<file path="src/sv/scaled_vector3_magnitude_core_assert.svh">
// Assertion macros for the scaled vector magnitude core.
// Used by the top level; no dependencies.
`ifndef SCALED_VECTOR3_MAGNITUDE_CORE_ASSERT_SVH
`define SCALED_VECTOR3_MAGNITUDE_CORE_ASSERT_SVH
// Implication checked at every clock edge outside reset.
`define SVM_ASSERT_IMP(lbl, clk, rst_n, ante, cons) \
    lbl: assert property (@(posedge clk) disable iff (!rst_n) (ante) |-> (cons)) \
        else $error("assertion failed");
// Implication whose consequent is checked in the cycle after the antecedent.
`define SVM_ASSERT_NEXT(lbl, clk, rst_n, ante, cons) \
    lbl: assert property (@(posedge clk) disable iff (!rst_n) (ante) |=> (cons)) \
        else $error("assertion failed");
`endif

</file>
<file path="src/sv/svm_pkg.sv">
// Package for the scaled vector magnitude core: default widths and the output width.
// No dependencies.
`timescale 1ns / 1ps
package svm_pkg;
    localparam int unsigned DEF_DATA_WIDTH = 32;
    localparam int unsigned DEF_FRAC_BITS  = 16;
    localparam int unsigned OUT_WIDTH      = 32;
endpackage

</file>
<file path="src/sv/svm_div_cell.sv">
// One restoring-division cell: produces one quotient bit for each of three lanes.
// Depends on svm_pkg.
`timescale 1ns / 1ps
module svm_div_cell import svm_pkg::*; #(
    parameter int unsigned AW = 33,
    parameter int unsigned QW = 17
) (
    input  logic          i_clk,
    input  logic          i_en,
    input  logic [AW-1:0] i_w,
    input  logic [3*(AW+1)-1:0] i_rem,
    input  logic [3*QW-1:0]     i_quo,
    input  logic [3*AW-1:0]     i_num,
    input  logic [AW-1:0] i_aux,
    output logic [AW-1:0] o_w,
    output logic [3*(AW+1)-1:0] o_rem,
    output logic [3*QW-1:0]     o_quo,
    output logic [3*AW-1:0]     o_num,
    output logic [AW-1:0] o_aux
);
    logic [3*(AW+1)-1:0] n_rem;
    logic [3*QW-1:0]     n_quo;
    logic [3*AW-1:0]     n_num;

    always_comb begin
        logic [AW+1:0] t;
        logic [AW+1:0] d;
        for (int k = 0; k < 3; k++) begin
            t = {i_rem[k*(AW+1) +: AW+1], i_num[k*AW+AW-1]};
            d = t - {2'b00, i_w};
            if (!d[AW+1]) begin
                n_rem[k*(AW+1) +: AW+1] = d[AW:0];
                n_quo[k*QW +: QW] = {i_quo[k*QW +: QW-1], 1'b1};
            end else begin
                n_rem[k*(AW+1) +: AW+1] = t[AW:0];
                n_quo[k*QW +: QW] = {i_quo[k*QW +: QW-1], 1'b0};
            end
            n_num[k*AW +: AW] = {i_num[k*AW +: AW-1], 1'b0};
        end
    end

    always_ff @(posedge i_clk) begin
        if (i_en) begin
            o_w   <= i_w;
            o_rem <= n_rem;
            o_quo <= n_quo;
            o_num <= n_num;
            o_aux <= i_aux;
        end
    end
endmodule

</file>
<file path="config.mk">
export PLATFORM = sky130hd
export DESIGN_NAME = svm_div_cell
export DESIGN_NICKNAME = d
export VERILOG_FILES = /design/src/sv/scaled_vector3_magnitude_core_assert.svh /design/src/sv/svm_pkg.sv /design/src/sv/svm_div_cell.sv
export SDC_FILE = /design/constraint.sdc
export NUM_CORES = 1
export LEC_CHECK = 0
export CAP_MARGIN = 20
export CORE_AREA = 5 5 243 245
export CTS_BUF_LIST = sky130_fd_sc_hd__clkbuf_2 sky130_fd_sc_hd__clkbuf_4 sky130_fd_sc_hd__clkbuf_8
export CTS_CLUSTER_DIAMETER = 100
export CTS_CLUSTER_SIZE = 16
export DETAILED_ROUTE_END_ITERATION = 6
export DIE_AREA = 0 0 248 250
export DONT_BUFFER_PORTS = 1
export GPL_TIMING_DRIVEN = 0
export SYNTH_ARGS = -nofsm -noshare
export SYNTH_HDL_FRONTEND = slang
export SYNTH_SLANG_ARGS = --single-unit
</file>
<file path="constraint.sdc">
create_clock -name i_clk -period 4.5 [get_ports i_clk]
set_input_delay 0.45 -clock i_clk [delete_from_list [all_inputs] [get_ports i_clk]]
set_output_delay 0.45 -clock i_clk [all_outputs]
set_load 0.005 [all_outputs]
</file>
# == Word level (Yosys, flattened, before mapping) ==
# Cells that the tools add are included.
# totals
regBits,315
latchBits,0
mem_bits_rw,0
rom_bits,0
elab_cells,14
n_memories,0
# op_classes
addsub,3
n_mul,0
div_mod_pow,0
magnitude_cmp,0
n_eq_ne,0
n_shift,0
mux,6
bitwise_logic,0
n_reduce_logical,0
# op_table
operator,count
$sub 35x33->35,3
$mux 34,3
$mux 1,3

# == Longest topological paths before layout ==
# logic_depth
word_depth,2
ltp_mapped,13
mapped_depth_nobuf,12

# == Least setup slack after synthesis ==
# No wires, ideal clock.
# synth_timing
kind,in2reg
startpoint,input i_num[98]
endpoint,"register o_rem[100], data pin"
setup_time_ps,260
arrival_ps,3088
required_time_ps,4240
path_slack_ps,1152
cell_stages,13
n_path_buf,1
path_cell_list,inv_1 -> ha_1 -> fa_1 -> nor2b_1 -> o31a_1 -> o221ai_1 -> a211oi_1 -> o21ai_1 -> a21boi_1 -> nor3_1 -> xnor2_2 -> buf_2 -> mux2_2
# synth_via
elab_chain_len,2
# synth_rtl
item,line_no,source
start: declaration,svm_div_cell.sv:13,"input logic [3*AW-1:0] i_num,"
$sub 35x33->35,svm_div_cell.sv:30,"d = t - {2'b00, i_w};"
$mux 34,svm_div_cell.sv:31,if (!d[AW+1]) begin
via n_rem[100],svm_div_cell.sv:21,logic [3*(AW+1)-1:0] n_rem;
end signal: assignment,svm_div_cell.sv:45,o_rem <= n_rem;
end: declaration,svm_div_cell.sv:16,"output logic [3*(AW+1)-1:0] o_rem,"
# The timed path passes the listed nets, and every way through them passes these cells.
# A chain may end at the register's enable or synchronous reset.

# == Final worst setup path ==
# layout_timing
startpoint,input i_w[8]
endpoint,"register o_rem[33], data pin"
# layout_via
elab_chain_len,2
# layout_rtl
item,line_no,source
start: declaration,svm_div_cell.sv:10,"input logic [AW-1:0] i_w,"
$sub 35x33->35,svm_div_cell.sv:30,
$mux 34,svm_div_cell.sv:31,
via n_rem[33],svm_div_cell.sv:21,
# The timed path passes the listed nets, and every way through them passes these cells.

==> impl_metrics.env <==
export IMPL_status="finished, final reports clean"
export IMPL_cp_cell_sequence="inv_1 > ha_1 > a21o_1 > a221oi_1 > nand3b_1 > nand3_1 > o211ai_1 > a21oi_1 > o211a_1 > nor3_4 > buf_6 > a221o_1 > dlygate4sd3_1"
export IMPL_grt_busiest_layer="met2"
export IMPL_syn_to_final_growth_pct=28.0
export IMPL_netlist_area_mm2=0.0161
export IMPL_place_congestion=0.872
export IMPL_hold_viol=0
export IMPL_min_period_ns=3.92
export IMPL_antenna_found_initial=13
export IMPL_setup_tns_ns=0
export IMPL_die_w_um=248
export IMPL_critPathSlowestCell="dlygate4sd3_1"
export IMPL_fmaxAchievable_mhz=255
export IMPL_drc=0
export IMPL_max_stage_delay_ns=0.55
export IMPL_critPathKind="primary input to flop"
export IMPL_crit_fanout=10
export IMPL_wl_mm=68.1
export IMPL_row_count=88
export IMPL_startpoint_type="primary input"
export IMPL_cts_tree="built"
export IMPL_endpoint_kind="flop"
export IMPL_avgViaCountPerCell=5.02
export IMPL_path_buf_inv=3
export IMPL_fp_dieH_um=250
export IMPL_io_buffers=0
export IMPL_ys_flop_type="edfxtp_1"
export IMPL_cts_sinks=315
export IMPL_grt_max_degree=316
export IMPL_ant_nets=0
export IMPL_fin_nets=1994
export IMPL_met1_usage=0.226
export IMPL_post_cts_buffers=0
export IMPL_drive_gt1_frac=0.0906
export IMPL_power_leakage_nw=7.69
export IMPL_required_ns=5.00
export IMPL_hp_class="primary input to flop"
export IMPL_max_clock_path_buffers=3
export IMPL_first_global_vias=12300
export IMPL_floorplan_die_area_mm2=0.0620
export IMPL_core_area_mm2=0.0569
export IMPL_dp_hpwl_mm=50.6
export IMPL_synth_edff_count=315
export IMPL_avgSynthCellArea_um2=13.0
export IMPL_initial_core_util=0.284
export IMPL_track_usage=0.203
export IMPL_grt_pass1_wl_mm=90.7
export IMPL_arrival_ns=4.42
export IMPL_clock_root_buffer="clkbuf_8"
export IMPL_clk_pin_slew_ns=0.10
export IMPL_drv_cap=0
export IMPL_grt_use_met2=0.348
export IMPL_ioPinCount=638
export IMPL_slew_violations=0
export IMPL_ir_drop_mv=0.251
export IMPL_p_total_mw=6.99
export IMPL_vias=11800
export IMPL_timing_final_crit_share=0.870
export IMPL_synthArstFlopShare=0
export IMPL_cts_made_buffers=25
export IMPL_drt_first_pass_iters=4
export IMPL_drt_iter0_drc=683
export IMPL_setup_violations=0
export IMPL_htreeDepth=1
export IMPL_ys_warnings_count=0
export IMPL_yosys_cell_types_count=68
export IMPL_ys_ff_latch=315
export IMPL_fin_hold_ws_ns=0.0703
export IMPL_synthCells=1238
export IMPL_cellPowerDensity_mw_per_mm2=339
export IMPL_fillers=5484
export IMPL_rsz0062_at_grt="false"
export IMPL_path_delay_family="compound AO/OA/AOI/OAI gates"
export IMPL_met3_usage=0.0698
export IMPL_wl_per_cell_um=28.9
export IMPL_cts_resized=0
export IMPL_worst_slew_pin_slew_ns=0.836
export IMPL_overflow=0
export IMPL_ys_seq_area_frac=0.586
export IMPL_relSlewSlack=0.437
==> state kept, by name (all words and copies together), names as in the netlist <==
name and cells:
o_aux 33, o_rem 102, o_w 33, o_quo 51
o_num 96
==> metal layers <==
metal | up-vias | part of all wire
li1 | 5403 | -
met1 | 5836 | 0.37
met2 | 480 | 0.49
met3 | 96 | 0.087
met4 | 4 | 0.053
met5 | - | 0.00031
==> power by group <==
part / internal (mW) / switching, mW / total [mW]
clock: 0.649 / 0.991 / 1.64
combinational: 0.697 / 0.765 / 1.46
sequential: 3.62 / 0.273 / 3.89
total: 4.96 / 2.03 / 6.99
==> layout make-up <==
type                            count  area [um^2]  area share
Clock inverter                      6          100     0.00484
Sequential cell                   315         9460       0.458
Multi-Input combinational cell    828         6280       0.304
Timing Repair Buffer              305         3070       0.149
Buffer                             36          184     0.00890
Antenna cell                       10         25.0     0.00121
Tap cell                          765          957      0.0463
Clock buffer                       27          359      0.0174
Inverter                           61          229      0.0111
==> metrics by stage <==
step	util	instances	area, um^2	setup slack [ns]
after CTS	0.361	2339	20600	0.429
after global placement	0.300	2005	17100	-0.242
after global routing	0.363	2353	20700	0.338
after detailed placement	0.301	2006	17100	-0.286
after floorplan	-	1240	16100	1.15
final	0.363	2353	20700	0.583
==> path summary, 6_finish.rpt <==
kind / from / endpoint / slack (ns) / cells past startpoint
setup / recovery: i_w[8] / o_rem[33] / 0.58 / 13
hold / removal: i_rem[84] / o_rem[85] / 0.07 / 1
==> timing repair <==
item                                   4_1_cts  5_1_grt
setup endpoints to repair                    0        0
hold buffers                               300        4
endpoints found under the hold margin      523      147
==> synthesized netlist by cell type, types with 18 or more instances <==
library cell	instances	area, um^2
xor2_1	33	289
nor3_1	21	105
nand3_1	18	90.1
o21ai_0	66	330
xnor2_1	48	420
inv_1	61	229
a21o_1	40	300
a21oi_1	87	435
nand2_1	62	233
mux2_2	82	923
ha_1	99	1240
edfxtp_1	315	9460
clkbuf_1	22	82.6
nor2_1	55	206
==> cells in the final DEF (no fill, tap or decap), types with 5 or more instances in the layout <==
cell type        n
clkbuf_8        25
nor4_1           5
nand2_1         62
and3_1          14
a211oi_1        10
edfxtp_1       315
dlygate4sd3_1  303
a21o_1          40
a21oi_1         87
mux2_2          82
o211ai_1        14
o21a_1          17
o21ai_0         66
ha_1            99
nand4_1         17
nor2_1          55
diode_2         10
inv_1           61
xnor2_1         48
buf_2            6
or3_1            5
nor3_1          21
mux2_1           6
nor2b_1         13
o31a_1           8
o31ai_1          6
mux2i_1          7
o21bai_1         8
nand3_1         18
clkbuf_1        22
nand2b_1        13
xor2_1          33
==> logic make-up after synthesis <==
group	after synthesis	share of synthesized area
buf+inv	97	0.0256
compound gates	307	0.123
simple gates	239	0.0738
flops	315	0.586
mux	95	0.0657
xor+xnor	82	0.0450
other cells	1	0.000232
fa+ha+maj	102	0.0805
Power figures use the tool's default switching activity.
