$ cat src/sv/scaled_vector3_magnitude_core_assert.svh
// Assertion macros for the scaled vector magnitude core.
// Used by the top level; no dependencies.
`ifndef SCALED_VECTOR3_MAGNITUDE_CORE_ASSERT_SVH
`define SCALED_VECTOR3_MAGNITUDE_CORE_ASSERT_SVH
// Implication checked at every clock edge outside reset.
`define SVM_ASSERT_IMP(lbl, clk, rst_n, ante, cons) \
    lbl: assert property (@(posedge clk) disable iff (!rst_n) (ante) |-> (cons)) \
        else $error("assertion failed");
// Implication whose consequent is checked in the cycle after the antecedent.
`define SVM_ASSERT_NEXT(lbl, clk, rst_n, ante, cons) \
    lbl: assert property (@(posedge clk) disable iff (!rst_n) (ante) |=> (cons)) \
        else $error("assertion failed");
`endif

$ cat src/sv/svm_pkg.sv
// Package for the scaled vector magnitude core: default widths and the output width.
// No dependencies.
`timescale 1ns / 1ps
package svm_pkg;
    localparam int unsigned DEF_DATA_WIDTH = 32;
    localparam int unsigned DEF_FRAC_BITS  = 16;
    localparam int unsigned OUT_WIDTH      = 32;
endpackage

$ cat src/sv/svm_sqrt_cell.sv
// One square-root cell: resolves one root bit of the digit-by-digit method.
// Depends on svm_pkg.
`timescale 1ns / 1ps
module svm_sqrt_cell import svm_pkg::*; #(
    parameter int unsigned NW = 36,
    parameter int unsigned RW = 18,
    parameter int unsigned AW = 33
) (
    input  logic          i_clk,
    input  logic          i_en,
    input  logic [NW-1:0] i_num,
    input  logic [RW:0]   i_rem,
    input  logic [RW-1:0] i_root,
    input  logic [AW-1:0] i_w,
    output logic [NW-1:0] o_num,
    output logic [RW:0]   o_rem,
    output logic [RW-1:0] o_root,
    output logic [AW-1:0] o_w
);
    logic [RW+2:0] t;
    logic [RW+2:0] d;
    always_comb begin
        t = {i_rem, i_num[NW-1:NW-2]};
        d = t - {1'b0, i_root, 2'b01};
    end
    always_ff @(posedge i_clk) begin
        if (i_en) begin
            o_num  <= {i_num[NW-3:0], 2'b00};
            o_w    <= i_w;
            if (!d[RW+2]) begin
                o_rem  <= d[RW:0];
                o_root <= {i_root[RW-2:0], 1'b1};
            end else begin
                o_rem  <= t[RW:0];
                o_root <= {i_root[RW-2:0], 1'b0};
            end
        end
    end
endmodule

$ cat config.mk
export PLATFORM = sky130hd
export DESIGN_NAME = svm_sqrt_cell
export DESIGN_NICKNAME = d
export VERILOG_FILES = /design/src/sv/scaled_vector3_magnitude_core_assert.svh /design/src/sv/svm_pkg.sv /design/src/sv/svm_sqrt_cell.sv
export SDC_FILE = /design/constraint.sdc
export NUM_CORES = 1
export LEC_CHECK = 0
export BUFFER_PORTS_ARGS = -buffer_cell sky130_fd_sc_hd__buf_2
export CAP_MARGIN = 20
export CORE_ASPECT_RATIO = 2
export CORE_MARGIN = 4
export CORE_UTILIZATION = 50
export CTS_CLUSTER_DIAMETER = 60
export DETAILED_ROUTE_END_ITERATION = 10
export PLACE_DENSITY = 0.86
export SYNTH_ARGS = -nofsm -noshare
export SYNTH_HDL_FRONTEND = slang
export SYNTH_SLANG_ARGS = --single-unit
$ cat constraint.sdc
create_clock -name i_clk -period 3.93 [get_ports i_clk]
set_clock_uncertainty 0.05 [all_clocks]
set_input_delay 0.1965 -clock i_clk [delete_from_list [all_inputs] [get_ports i_clk]]
set_output_delay 0.1965 -clock i_clk [all_outputs]
set_load 0.005 [all_outputs]
== Word level (Yosys, flattened, before mapping) ==
Cells that the tools add are included.
Word-level totals
  output and inout port bits: 106
  bits in registers: 104
  word-level logic and storage cells: 7
Cells by class
  multiplexer cells: 2
  add/subtract/negate cells: 1
Operators with widths (count)
  $sub 21x20->21: 1
  $mux 19: 1
  $mux 1: 1

== Longest topological paths before layout ==
Gate-level depths: netlist of the first run.
  depth after elaboration: 2
  depth in mapped cells: 11

== Least setup slack after synthesis of the first run ==
OpenSTA, ideal clock, no wires.
  path type: input to register
  start: in i_root[1]
  end: reg o_rem[10] (data pin)
  arrival time: 2102 ps
  path slack: 1518 ps
  stages: 10
  setup time: 260 ps
  cells stage by stage: inv_1 ha_1 o211ai_1 a21oi_1 a211oi_2 o211a_4 o211ai_2 xor2_2 buf_6 mux2_4
On the way
  word-level cells in the longest chain between the ends: 2
Ends and longest elaborated chain
  start, declared: RTL line svm_sqrt_cell.sv:13  | input logic [RW-1:0] i_root,
  $sub 21x20->21: RTL line svm_sqrt_cell.sv:24  | d = t - {1'b0, i_root, 2'b01};
  $mux 19: RTL line svm_sqrt_cell.sv:30  | if (!d[RW+2]) begin
  end signal, assigned: RTL line svm_sqrt_cell.sv:31  | o_rem <= d[RW:0];
  end signal, assigned: RTL line svm_sqrt_cell.sv:34  | o_rem <= t[RW:0];
  end, declared: RTL line svm_sqrt_cell.sv:16  | output logic [RW:0] o_rem,
Every way passes these cells.
A chain may end at the register's enable or synchronous reset.

== Worst setup path in the final report of the first run ==
  start: in i_root[13]
  end: reg o_rem[6] (data pin)
The elaborated chain is that of the path after synthesis.

==> flow_summary.toml, run 1 <==
[sta]
final-hold-violation-count = 0
fmax_mhz = 336
setup_viol = 0
fin_setup_tns_ns = 0
finalCritPeriodShare_pct = 75.7
tightest_slew_ns = 0.974
drv_slew = 0
finalWorstSetupSlack_ns = 0.955
maxSlewHeadroom_pct = 35.1
grt_setup_unrepaired = "no"
period_minus_slack_ns = 2.97

[drt]
wl_um = 12700
drtPass1Iterations = 4
dr_wl_met2_um = 7270
drc = 0
antenna_left = 0
routedWlPerCell_um = 18.7
highest_layer = "met4"
vias = 3482
viasPerCell = 5.13
wl_met1_um = 4100
wl_met3_um = 825
drt-initial-drc-count = 202

[clock_network]
cts_root_buf = "clkbuf_16"
cts.sinks = 104
cts_buffer_depth = 2
cts_max_level = 3
cts_tree = "yes"
clk_pin_slew_ns = 0.07
cts_buffers = 9
cts_setup_buffers = 0

[cells_and_area]
syn_to_final_growth_pct = 50.5
drive_gt1_share_pct = 43.4
fin_util_pct = 77.4
nets = 700

[global_route]
grt_pass1_vias = 3671
antenna_found_initial = 1
grt_overflow = 0
track_usage_pct = 24.1
grt_pass1_wl_um = 18800
grt_max_degree = 77

[logic_synthesis]
synth_edf_count = 104
yosysWarnings = 0
synth_cell_types = 42
yosysSeqAreaShare_pct = 70.2
ys_ff_latch = 104
synthCells = 275
syn_avg_cell_area_um2 = 16.2
syn-cell-area_um2 = 4450
synth_ff_type = "edfxtp_1"
async_reset_ff_share_pct = 0

[setup_path]
required_ns = 3.97
crit_arrival_ns = 3.01
worstSetupStartpointType = "primary input"
crit_path_max_fanout = 13
path_cells = "dlygate4sd3_1, buf_2, inv_1, ha_1, a21oi_1, o21a_1, nor2_1, o211ai_1, o211ai_2, xor2_2, buf_4, mux2_4"
critPathKind = "primary input to flip-flop"
cpMaxStageDelayCell = "dlygate4sd3_1"
cp-end-kind = "flip-flop"
slowest_delay_ns = 0.56

[floorplan]
dieHeight_um = 141
ioPinCount = 214
die_area_um2 = 10600
core_area_um2 = 8650
rows = 48
start_util_pct = 51.4
dieWidth_um = 74.7

[hold_path]
hold_class = "primary input to flip-flop"
holdPathStages = 1
min_from = "i_root[8]"
min_to = "o_root[9]$_DFFE_PP_"

[placed_design]
dpl.hpwl_um = 8640
place_worst_setup_slack_ns = 1.14
numPortBuffers = 211
place_congestion = 0.910

[power]
p_leak_nw = 3.00
vdd_drop_max_mv = 0.293
power.density_nw_per_um2 = 412

[run]
cap_violations = 0

[outcome]
status = "completed"
## metrics by stage
stage                     cells  hold WS, ns  instance area [um2]  power, mW
final                       679       0.0147                 6690       2.76
after global routing        679      0.00492                 6690       2.88
after CTS                   678      0.00752                 6690       2.77
after detailed placement    581        0.325                 5600       1.87
after global placement      581        0.323                 5600       1.85
after floorplan             276        0.245                 4450       1.64
## power breakdown
part | switching (mW) | internal, mW | leakage, nW
clock | 0.400 | 0.439 | 0.139
sequential | 0.0281 | 1.35 | 1.02
combinational | 0.252 | 0.294 | 1.84
total | 0.680 | 2.08 | 3.00
## sequential cells by signal (all words and copies together), names as in the netlist
name and cells:
o_num 34, o_rem 19, o_root 18, o_w 33
## layout make-up
cell class	instances	area, um2
multi-input cells	140	1180
clock buffers	10	229
well taps	100	125
flip-flops and latches	104	3120
repair buffers	295	1890
clock inverters	6	51.3
fillers	533	1950
diodes	1	2.50
inverters	23	86.3
## worst max path at each step
stage               start             endpoint  slack [ns]
2_1_floorplan   i_root[1]  o_rem[10]$_DFFE_PP_        1.52
3_3_place_gp     i_rem[1]  o_rem[12]$_DFFE_PP_        1.26
3_5_place_dp     i_rem[1]   o_rem[6]$_DFFE_PP_        1.14
4_1_cts         i_root[1]   o_rem[6]$_DFFE_PP_        0.96
5_1_grt         i_root[1]   o_rem[6]$_DFFE_PP_        0.80
6_report       i_root[13]   o_rem[6]$_DFFE_PP_        0.96
## synth_stat cells, types with 2 or more instances
library cell,instances,area share (%)
o211ai_1,4,0.68
nor3_1,3,0.34
nand2_1,5,0.42
o21ai_0,4,0.45
mux2i_1,2,0.45
ha_1,19,5.3
inv_1,23,1.9
nor2_1,11,0.93
clkbuf_1,4,0.34
a211oi_1,3,0.51
a31oi_1,5,0.70
edfxtp_1,104,70
mux2_4,16,5.4
o21a_1,4,0.68
o21ai_1,2,0.23
buf_6,2,0.51
a21oi_1,12,1.4
xor2_1,2,0.39
a21o_1,6,1.0
buf_4,2,0.34
nand2b_1,2,0.28
nand3_1,6,0.68
xnor2_1,14,2.8
o21bai_1,2,0.34
## what timing repair did
item,in CTS,in global routing
resized for setup,0,0
hold buffers,81,0
endpoints found under the hold margin,81,0
endpoints found under the setup margin,0,0
## critical path: cells and delay by family
kind / cells / cell delay, ns
mux: 1 / 0.33
xor+xnor: 1 / 0.17
simple gates: 1 / 0.05
fa+ha+maj: 1 / 0.39
buf+inv: 4 / 1.01
compound gates: 4 / 0.86
## metal layers
metal,up-vias,GRT usage (%)
met2,172,45.5
met1,1643,24.6
met4,0,11.1
met5,-,0
li1,1632,-
met3,35,3.76
## cells by family (layout without fill, tap and decap cells)
family | count (synthesis) | count (layout) | share of synthesized area, %
AO/OA/AOI/OAI | 51 | 51 | 8.19
adder cells (fa/ha/maj) | 19 | 19 | 5.34
multiplexers | 18 | 18 | 5.85
buffers and inverters | 32 | 334 | 3.23
other | 1 | 3 | 0.0843
flip-flops | 104 | 104 | 70.2
AND/OR/NAND/NOR | 33 | 33 | 3.57
XOR/XNOR | 17 | 17 | 3.52
## cells in the final DEF, fill, tap and decap left out, types with 2 or more instances in the layout
master,n
xor2_1,2
ha_1,19
dlygate4sd3_1,81
conb_1,2
clkinv_4,3
o21ai_0,4
o21bai_1,2
mux2_4,16
o21a_1,4
mux2i_1,2
a21oi_1,12
nor2_1,11
buf_4,4
edfxtp_1,104
clkbuf_16,9
a31oi_1,5
a21o_1,6
nor3_1,3
o211ai_1,4
nand2_1,5
inv_1,23
buf_2,210
xnor2_1,14
nand3_1,6
nand2b_1,2
o21ai_1,2
a211oi_1,3
No activity file was read; power rests on OpenSTA's default activity.
==> run 2, diff against run 1 <==
- CORE_UTILIZATION: 50 -> 46
- PLACE_DENSITY: 0.86 -> 0.8
- clock period: 3.93 -> 2.8 ns (I/O delays scaled with it)
==> run 2 against run 1 <==
  * Sequential share of layout area decreased by 1.9 points
  * Global-route usage decreased by 2.8 points
  * Largest power group unchanged
  * Clock power increased by 54%
  * Non-clock buffer count increased by 16
  * Setup slack got worse by 0.88 ns
  * Critical path type unchanged
  * Sequential power increased by 40%
  * Via count increased by 0.26%
==> flow_summary.toml, run 2 (synthesis gave the netlist of run 1 again) <==
[sta]
setup_viol = 0
final-hold-violation-count = 0
period_minus_slack_ns = 2.73
maxSlewHeadroom_pct = 54.2
tightest_slew_ns = 0.687
drv_slew = 0
finalCritPeriodShare_pct = 97.5
fmax_mhz = 366

[cells_and_area]
layout_commonest_cell = "buf_2"
regMostFlops = "o_num"
layout_common_cells = "210 x buf_2, 104 x edfxtp_1, 84 x dlygate4sd3_1"
top_regs = "o_num (34), o_w (33), o_rem (19)"
largest_reg_flops = 34
register_area_um2 = 3120
syn_to_final_growth_pct = 56.9
fill_cells = 599
drive_gt1_share_pct = 45.5
design_area_um2 = 6980
nets = 716
multiInputGateArea_um2 = 1250

[placed_design]
numPortBuffers = 211
place_congestion = 0.768
dpl.hpwl_um = 8590
place_area_um2 = 5680

[floorplan]
start_util_pct = 47.4
core_area_um2 = 9380
rows = 50
dieHeight_um = 147
die_area_um2 = 11400
dieWidth_um = 77.5
ioPinCount = 214

[clock_network]
cts_tree = "yes"
cts_max_level = 3
cts_root_buf = "clkbuf_16"
cts.sinks = 104
cts_buffer_depth = 2
cts_buffers = 9
clk_pin_slew_ns = 0.07

[drt]
drt-initial-drc-count = 152
drtPass1Iterations = 4
routedWlPerCell_um = 18.0
viasPerCell = 4.97
drc = 0
vias = 3491
antenna_left = 0
wl_um = 12700

[setup_path]
critPathKind = "primary input to flip-flop"
worstSetupStartpointType = "primary input"
crit_arrival_ns = 2.78
crit_path_max_fanout = 4
required_ns = 2.85
cp-end-kind = "flip-flop"

[power]
p_leak_nw = 3.11
vdd_drop_max_mv = 0.455
power.density_nw_per_um2 = 582
p_total_mw = 4.06

[global_route]
track_usage_pct = 21.3
grt_pass1_wl_um = 18400
grt_max_degree = 55
grt_overflow = 0
antenna_found_initial = 4
grt_pass1_vias = 3616

[outcome]
status = "completed"

[run]
cap_violations = 0

[hold_path]
holdPathStages = 2
hold_class = "primary input to flip-flop"
run 2: worst paths after layout:
kind / slack [ns] / startpoint / endpoint
hold / removal: 0.07 / i_rem[1] / o_rem[3]$_DFFE_PP_
setup / recovery: 0.07 / i_root[8] / o_rem[4]$_DFFE_PP_
run 2: cell type report:
class	count	area share [%]
Antenna cell	4	0.143
Clock buffer	9	3.23
Clock inverter	7	1.25
Inverter	23	1.24
Multi-Input combinational cell	140	17.9
Sequential cell	104	44.7
Tap cell	104	1.86
Timing Repair Buffer	311	29.6
run 2: per-layer routing:
metal,global-route usage (%),up-vias,share of wire [%]
li1,-,1669,-
met1,22.1,1660,35
met2,39.8,135,58
met3,3.80,27,3.9
met4,11.4,0,3.8
met5,0,-,0
run 2: critical path, stage by stage:
cell and delay, ns:
dlygate4sd3_1 0.52, buf_2 0.12, inv_1 0.04, ha_1 0.30, nand3_2 0.11, or2_1 0.27
o211a_4 0.26, o211ai_4 0.22, xor2_4 0.22, buf_12 0.14, buf_4 0.13, mux2_4 0.30
run 2: per-stage QoR:
stage               TNS [ns]  utilization, %  hold WS, ns  instances  worst slack (ns)
floorplan                  0               -        0.189        276             0.444
global placement           0            60.5        0.268        590             0.191
detailed placement         0            60.5        0.268        590             0.123
CTS                        0            72.8       0.0602        690            0.0232
global route         -0.0357            74.4       0.0605        702           -0.0151
finish                     0            74.4       0.0675        702            0.0710
run 2: repair_timing:
item / 4_1_cts / 5_1_grt
resized for setup: 0 / 10
endpoints found under the setup margin: 0 / 13
hold endpoints to repair: 84 / 0
buffers inserted: 0 / 8
hold buffers: 84 / 0
run 2: power breakdown:
part           leakage, nW  internal (mW)  switching (mW)  total (mW)
sequential            1.02           1.89          0.0388        1.93
combinational         1.94          0.476           0.371       0.847
clock                0.151          0.712           0.577        1.29
==> run 3, diff against run 2 <==
- PLACE_DENSITY: 0.8 -> 0.84
- SLEW_MARGIN: default -> 10
==> run 3 against run 2 <==
  * Cell area rose by 0.29%
  * Total power grew 3.3%
  * Hold slack improved by 0.010 ns
  * Sequential power is essentially flat
  * Combinational power increased by 0.9%
  * Clock-buffer cell count unchanged
==> flow_summary.toml, run 3 (synthesis gave the netlist of run 1 again) <==
[outcome]
status = "completed"

[global_route]
grt_pass1_vias = 3829
grt_overflow = 0
grt_pass1_wl_um = 20500
antenna_found_initial = 1
grt_max_degree = 47
track_usage_pct = 23.7

[setup_path]
slowest_delay_ns = 0.54
path_cells = "dlygate4sd3_1, buf_2, inv_1, ha_4, a21o_1, a21oi_2, o21a_1, o211a_4, o211ai_4, xor2_2, buf_6, mux2_4"
worstSetupStartpointType = "primary input"
crit_arrival_ns = 2.80
required_ns = 2.84
crit_path_max_fanout = 8
cp-end-kind = "flip-flop"
crit_buf_inv = 4
critical-path-top-delay-family = "buffers and inverters"
cpMaxStageDelayCell = "dlygate4sd3_1"
critPathKind = "primary input to flip-flop"

[clock_network]
cts.sinks = 104
cts_max_level = 3
cts_buffer_depth = 2
cts_tree = "yes"
cts_root_buf = "clkbuf_16"
clk_pin_slew_ns = 0.07
cts_buffers = 9

[sta]
fmax_mhz = 363
setup_viol = 0
maxSlewHeadroom_pct = 59.9
final-hold-violation-count = 0
holdWs_ns = 0.0776
finalCritPeriodShare_pct = 98.4
drv_slew = 0
tightest_slew_ns = 0.602
period_minus_slack_ns = 2.76

[cells_and_area]
largest_reg_flops = 34
top_regs = "o_num (34), o_w (33), o_rem (19)"
register_area_um2 = 3120
fill_cells = 561
nets = 710
multiInputGateArea_um2 = 1340
regMostFlops = "o_num"
drive_gt1_share_pct = 47.1
design_area_um2 = 7000
fin_cells = 692
layout_common_cells = "210 x buf_2, 104 x edfxtp_1, 84 x dlygate4sd3_1"
layout_commonest_cell = "buf_2"
syn_to_final_growth_pct = 57.4
antenna_cells = 0
fin_util_pct = 74.6

[drt]
drc = 0
wl_um = 14000
antenna_left = 0
routedWlPerCell_um = 20.3
vias = 3639
drt-initial-drc-count = 290
viasPerCell = 5.26
drtPass1Iterations = 5

[placed_design]
place_congestion = 0.827
place_inst = 588
numPortBuffers = 211
place_area_um2 = 5630
dpl.hpwl_um = 8840

[floorplan]
dieHeight_um = 147
dieWidth_um = 77.5
rows = 50
die_area_um2 = 11400
ioPinCount = 214
start_util_pct = 47.4
core_area_um2 = 9380

[power]
p_leak_nw = 3.08
power.density_nw_per_um2 = 599
vdd_drop_max_mv = 0.343

[hold_path]
hold_class = "primary input to flip-flop"

[run]
cap_violations = 0
[run 3: worst paths after layout]
path	start	end	slack [ns]	cells past startpoint
min	i_rem[16]	o_rem[18]$_DFFE_PP_	0.08	2
max	i_root[5]	o_rem[14]$_DFFE_PP_	0.04	12
[run 3: area by class of cell]
| class | instances | area share (%) |
|---|---|---|
| Tap cell | 104 | 1.86 |
| Clock buffer | 9 | 3.22 |
| Clock inverter | 7 | 1.61 |
| Multi-Input combinational cell | 140 | 19.1 |
| Sequential cell | 104 | 44.6 |
| Timing Repair Buffer | 305 | 28.4 |
| Inverter | 23 | 1.23 |
[run 3: per-layer routing]
| metal | up-vias | track usage [%] | part of all wire [%] |
|---|---|---|---|
| met3 | 53 | 4.60 | 6.0 |
| met4 | 2 | 9.18 | 4.2 |
| met2 | 188 | 46.3 | 58 |
| li1 | 1654 | - | - |
| met1 | 1742 | 24.1 | 32 |
| met5 | - | 0 | 0.071 |
[run 3: power by group]
part	leakage, nW	switching (mW)	internal, mW
clock network	0.161	0.601	0.805
registers	1.02	0.0448	1.89
logic	1.90	0.393	0.462
[run 3: timing repair]
action	in CTS	in global routing
hold buffers	84	0
buffers inserted	0	3
resized for setup	0	31
setup endpoints to repair	0	16
endpoints found under the hold margin	84	0
[run 3: metrics by stage]
| step | worst slack [ns] | setup TNS [ns] | total power, mW |
|---|---|---|---|
| global placement | 0.270 | 0 | 2.60 |
| finish | 0.0435 | 0 | 4.20 |
| global route | -0.0448 | -0.430 | 4.35 |
| detailed placement | 0.172 | 0 | 2.64 |
| CTS | 0.0213 | 0 | 4.11 |
| floorplan | 0.444 | 0 | 2.31 |
